`src/rtl/core/mep_pkg.sv`:
```
// ---------------------------------------------------------------------------
// mep_pkg: shared types and constants for the Mandelbrot escape pixel core
// Field widths, register indexes, color thresholds and inter-module structs.
// ---------------------------------------------------------------------------
package mep_pkg;

   localparam int C_W         = 32;
   localparam int MAX_ITER_W  = 10;
   localparam int SCALE_W     = 9;
   localparam int SCALE_FRAC  = 8;
   localparam int COUNT_W     = 10;
   localparam int COUNT_BITS  = 10;
   localparam int COLOR_W     = 24;
   localparam int CSR_IDX_W   = 2;
   localparam int CSR_DATA_W  = 16;
   localparam int DIGIT_W     = 17;
   localparam int QUEUE_DEPTH = 2;

   localparam logic [MAX_ITER_W-1:0] MAX_ITER_RESET = MAX_ITER_W'(200);
   localparam logic [SCALE_W-1:0]    SCALE_RESET    = SCALE_W'(77);
   localparam logic [MAX_ITER_W-1:0] MIN_ITER       = MAX_ITER_W'(2);

   localparam logic [CSR_IDX_W-1:0] CSR_MAX_ITER = CSR_IDX_W'(0);
   localparam logic [CSR_IDX_W-1:0] CSR_SCALE_Q8 = CSR_IDX_W'(1);

   localparam logic [COUNT_W-1:0] COUNT_MAX = COUNT_W'((1 << COUNT_BITS) - 1);
   localparam logic [COUNT_W-1:0] LVL_LOW   = COUNT_W'(20);
   localparam logic [COUNT_W-1:0] LVL_MID   = COUNT_W'(50);
   localparam logic [COUNT_W-1:0] LVL_HIGH  = COUNT_W'(100);

   localparam logic [COLOR_W-1:0] COLOR_MID  = 24'h0FE0FF;
   localparam logic [COLOR_W-1:0] COLOR_HIGH = 24'h37FFFD;
   localparam logic [COLOR_W-1:0] COLOR_TOP  = 24'hB7FFFF;

   typedef enum logic [2:0] {
      BK_IDLE,
      BK_MUL,
      BK_TEST,
      BK_SCALE,
      BK_OUT
   } bk_state_type;

   typedef struct packed {
      logic [MAX_ITER_W-1:0] max_iter;
      logic [SCALE_W-1:0]    scale_q8;
   } mep_cfg_type;

   typedef struct packed {
      logic signed [C_W-1:0] c_real;
      logic signed [C_W-1:0] c_imag;
      logic                  trivial;
   } mep_job_type;

   typedef struct packed {
      logic        valid;
      mep_job_type job;
   } mep_head_type;

endpackage

```
`src/rtl/core/mep_if.sv`:
```
// ---------------------------------------------------------------------------
// mep_if: valid/ready channels of the Mandelbrot escape pixel core
// Request, response and register-write channels with source/sink modports.
// ---------------------------------------------------------------------------
interface mep_req_if;
   import mep_pkg::*;

   logic                  valid;
   logic                  ready;
   logic signed [C_W-1:0] c_real;
   logic signed [C_W-1:0] c_imag;

   modport source (output valid, output c_real, output c_imag, input ready);
   modport sink   (input valid, input c_real, input c_imag, output ready);
endinterface


```
`src/rtl/core/mep_front.sv`:
```
// ---------------------------------------------------------------------------
// mep_front: request intake and job queue
// Accepts points, flags jobs that need no iteration, queues them for the back.
// ---------------------------------------------------------------------------
module mep_front (
   input  logic                  clock,
   input  logic                  reset,
   input  mep_pkg::mep_cfg_type  cfg,
   mep_req_if.sink               req_chan,
   input  logic                  pop,
   output mep_pkg::mep_head_type head
);
   import mep_pkg::*;

   localparam int PTR_W  = $clog2(QUEUE_DEPTH);
   localparam int FILL_W = $clog2(QUEUE_DEPTH + 1);

   mep_job_type       ent_ff [QUEUE_DEPTH];
   logic [PTR_W-1:0]  wr_ptr_ff, wr_ptr_in;
   logic [PTR_W-1:0]  rd_ptr_ff, rd_ptr_in;
   logic [FILL_W-1:0] fill_ff, fill_in;
   logic              push;
   mep_job_type       job;

   assign req_chan.ready = (fill_ff != FILL_W'(QUEUE_DEPTH));
   assign push           = req_chan.valid & req_chan.ready;

   assign job.c_real  = req_chan.c_real;
   assign job.c_imag  = req_chan.c_imag;
   assign job.trivial = (cfg.max_iter < MIN_ITER);

   assign head.valid = (fill_ff != '0);
   assign head.job   = ent_ff[rd_ptr_ff];

   always_comb begin
      wr_ptr_in = wr_ptr_ff;
      rd_ptr_in = rd_ptr_ff;
      fill_in   = fill_ff;
      if (push) begin
         wr_ptr_in = (wr_ptr_ff == PTR_W'(QUEUE_DEPTH - 1)) ? '0 : wr_ptr_ff + 1'b1;
      end
      if (pop) begin
         rd_ptr_in = (rd_ptr_ff == PTR_W'(QUEUE_DEPTH - 1)) ? '0 : rd_ptr_ff + 1'b1;
      end
      unique case ({push, pop})
         2'b10:   fill_in = fill_ff + 1'b1;
         2'b01:   fill_in = fill_ff - 1'b1;
         default: fill_in = fill_ff;
      endcase
   end

   always_ff @(posedge clock) begin
      if (reset) begin
         wr_ptr_ff <= '0;
         rd_ptr_ff <= '0;
         fill_ff   <= '0;
      end else begin
         wr_ptr_ff <= wr_ptr_in;
         rd_ptr_ff <= rd_ptr_in;
         fill_ff   <= fill_in;
      end
   end

   always_ff @(posedge clock) begin
      if (push) begin
         ent_ff[wr_ptr_ff] <= job;
      end
   end

endmodule

```
`src/flat_wrapper.sv`:
```
// flat-port wrapper written by rule: the top's interface ports become plain ports
module mep_front_flat import mep_pkg::*;
  (clock, reset, cfg, pop, head, req_chan_valid, req_chan_c_real, req_chan_c_imag, req_chan_ready);
  mep_req_if req_chan_i ();
  input  logic clock;
  input  logic reset;
  input  mep_pkg::mep_cfg_type cfg;
  input  logic pop;
  output mep_pkg::mep_head_type head;
  input wire logic [$bits(req_chan_i.valid)-1:0] req_chan_valid;
  input wire logic [$bits(req_chan_i.c_real)-1:0] req_chan_c_real;
  input wire logic [$bits(req_chan_i.c_imag)-1:0] req_chan_c_imag;
  output wire logic [$bits(req_chan_i.ready)-1:0] req_chan_ready;
  assign req_chan_i.valid = req_chan_valid;
  assign req_chan_i.c_real = req_chan_c_real;
  assign req_chan_i.c_imag = req_chan_c_imag;
  assign req_chan_ready = req_chan_i.ready;
  mep_front u_core (.clock(clock), .reset(reset), .cfg(cfg), .req_chan(req_chan_i), .pop(pop), .head(head));
endmodule
```
`config.mk`:
```
export PLATFORM = sky130hd
export DESIGN_NAME = mep_front_flat
export DESIGN_NICKNAME = d
export VERILOG_FILES = /design/src/rtl/core/mep_pkg.sv /design/src/rtl/core/mep_if.sv /design/src/rtl/core/mep_front.sv /design/src/flat_wrapper.sv
export SDC_FILE = /design/constraint.sdc
export NUM_CORES = 1
export LEC_CHECK = 0
export BUFFER_PORTS_ARGS = -buffer_cell sky130_fd_sc_hd__buf_2
export CORE_MARGIN = 1
export CORE_UTILIZATION = 50
export DETAILED_ROUTE_END_ITERATION = 12
export PLACE_DENSITY = 0.78
export SETUP_SLACK_MARGIN = 0.3
export SLEW_MARGIN = 10
export SYNTH_ARGS = -nofsm -noshare
export SYNTH_HDL_FRONTEND = slang
export SYNTH_SLANG_ARGS = --single-unit
```
`constraint.sdc`:
```
create_clock -name clock -period 3.01 [get_ports clock]
set_input_delay 0.301 -clock clock [delete_from_list [all_inputs] [get_ports clock]]
set_output_delay 0.301 -clock clock [all_outputs]
set_load 0.05 [all_outputs]
```
==> out/qor.yml <==
power:
  pwr_density_cell_mw_per_mm2: 780
  peakVddDrop_mv: 0.460
  power_mw: 5.52
  p_leak_nw: 2.72
logic_synthesis:
  ys_seq_area_frac: 0.814
  yosysWarnings: 0
  synth_area_leaders: "edfxtp_1 79%, mux2_2 15%, dfxtp_1 2.0%"
  synthCells: 229
  syn_avg_cell_area_sq_um: 21.5
  synth_edf_count: 130
  synth_top_area_cell: "edfxtp_1"
  syn_area_sq_mm: 0.00492
  synth_common_cells: "130 x edfxtp_1, 65 x mux2_2, 5 x buf_4, 5 x dfxtp_1, 4 x nor2_1"
  ys_seq_elements: 135
  synthArstFlopShare: 0
  synth_top_cell_area_share: 0.794
  yosysMostFrequentCell: "edfxtp_1"
  synth_cell_types: 20
  synth_nets: 317
  synth-main-ff-cell: "edfxtp_1"
worst_setup_path:
  cp_slowest_cell: "buf_4"
  path_max_fanout: 34
  crit_path_start_kind: "flip-flop"
  critPathCaptureType: "output port"
  required_ns: 2.71
  crit_family: "buffers and inverters"
  worstPathCellList: "buf_4 -> mux2_2 -> buf_2"
  path_buf_inv: 2
  crit_type: "flip-flop to output port"
  cpPeakStageDelay_ns: 0.40
  arrival_ns: 1.85
route:
  ant_nets: 0
  drt-vias-per-instance: 4.87
  drtPass1Iterations: 4
  vias: 2897
  wire_per_inst_um: 16.3
  drtIter0Drc: 69
  wl_mm: 9.69
  drcViolationCount: 0
status:
  outcome: "completed"
clock_tree:
  clk_pin_slew_ns: 0.06
  cts_max_path_buffers: 2
  root_buffer: "clkbuf_8"
  htree_levels: 4
  cts_tree: "done"
  cts_sinks: 135
  numCtsBuffers: 17
  clock_latency_ns: 0.50
final_layout:
  area_delta_synth_final_pct: 43.9
  drive_above_1_share: 0.534
  fin_nets: 541
  antenna_cells: 0
  final_util: 0.755
global_route:
  grt_pass1_wl_mm: 14.3
  grt-ovfl-total: 0
  grt_util_met2: 0.346
  grt_max_degree: 36
  gr-usage-met1: 0.209
  antenna_found_initial: 0
  use_met3: 0.0566
  grtUsageTotal: 0.194
  grt_pass1_vias: 3067
  busiest_layer: "met2"
sta:
  rsz0062_at_grt: "no"
  finalCritPeriodShare: 0.714
  finalSetupViolCount: 0
  relSlewSlack: 0.510
  finalHoldViolations: 0
  worstMarginPinSlew_ns: 0.734
  min_period_ns: 2.15
  fmax_mhz: 465
  setup_ws_ns: 0.860
  slew_violations: 0
  finClkSkew_ns: 0.00574
  timing.setup.tns_ns: 0
die:
  die_x_um: 101
  row_count: 35
  initial_core_util: 0.525
  ioPinCount: 154
  dieArea_sq_mm: 0.0102
  die_h_um: 101
  core_area_sq_mm: 0.00937
placed_design:
  dp_hpwl_mm: 5.38
  dp_slack_ns: 0.883
  io_buffers: 143
  gp_congestion: 0.665
run:
  drv_cap: 0
worst_hold_path:
  hp-class: "input port to flip-flop"
==> sequential cells by signal, indices dropped and copies added, names as in the netlist, named ones only <==
signal,cells
u_core.ent_ff,130
u_core.fill_ff,2
u_core.rd_ptr_ff,1
u_core.wr_ptr_ff,1
==> worst paths after layout <==
check | from | endpoint | slack [ns] | depth (start not counted)
min reg2reg | u_core.fill_ff[1]$_SDFFE_PP0P_ | u_core.fill_ff[1]$_SDFFE_PP0P_ | 0.51 | 2
max reg2reg | u_core.fill_ff[0]$_SDFFE_PP0P_ | u_core.ent_ff[0][2]$_DFFE_PP_ | 0.90 | 4
min | reset | flip-flop | 0.03 | 2
max | flip-flop | head[31] | 0.86 | 3
==> cell families (layout without fill, tap and decap cells) <==
logic type | Yosys count | in the layout | share of synthesized area
simple gates | 13 | 13 | 0.0137
flops | 135 | 135 | 0.814
compound gates | 4 | 4 | 0.00509
xor+xnor | 3 | 3 | 0.00534
mux | 65 | 65 | 0.149
fa+ha+maj | 1 | 1 | 0.00254
buf+inv | 8 | 245 | 0.0104
==> area by class of cell <==
type | count | area, sq um
clock buffers | 18 | 418
multi-input cells | 86 | 865
inverters | 1 | 7.51
fillers | 572 | 2290
repair buffers | 212 | 1410
flip-flops and latches | 135 | 4010
well taps | 129 | 161
clock inverters | 14 | 214
==> cells in the final DEF (no fill, tap or decap) <==
master         Yosys  routed
clkbuf_16          0      16
buf_12             0       1
a21bo_2            1       1
a21oi_1            2       2
inv_6              0       4
nand3b_1           1       1
bufinv_16          0       4
clkbuf_1           0       1
o21ai_0            1       1
dfxtp_2            0       1
inv_8              0       3
mux2_2            65      65
nand2b_1           1       1
clkbuf_8           0       1
buf_4              5       4
or3_1              1       1
clkinvlp_4         0       2
nand2_1            2       2
buf_2              2     143
dlygate4sd3_1      0      64
dfxtp_1            5       4
and3_2             0       1
clkinv_4           0       2
nor4_1             2       2
edfxtp_1         130     130
xor2_1             1       1
xnor2_1            2       2
or2_2              1       1
ha_1               1       1
nor2_1             4       4
==> layer usage <==
| layer | share of wire | routed length, um |
|---|---|---|
| met5 | 0 | 0 |
| met4 | 0.022 | 218 |
| met3 | 0.048 | 464 |
| met2 | 0.54 | 5230 |
| met1 | 0.39 | 3780 |
==> report_power, final <==
group          switching [mW]  internal (mW)
logic                   0.723          0.322
registers              0.0422           2.26
clock network           0.798           1.38
==> per-stage QoR <==
| stage | instances | instance area (sq um) | hold WS [ns] |
|---|---|---|---|
| after global routing | 595 | 7080 | 0.0160 |
| after detailed placement | 499 | 5800 | 0.492 |
| after global placement | 499 | 5800 | 0.479 |
| after floorplan | 229 | 4920 | 0.370 |
| final | 595 | 7080 | 0.0347 |
| after CTS | 595 | 7080 | 0.0100 |
==> what timing repair did <==
action / CTS / global route
gates resized for setup: 0 / 0
hold buffers: 64 / 0
setup buffers: 0 / 0
endpoints found under the hold margin: 128 / 0
No activity file was read; power rests on OpenSTA's default activity.
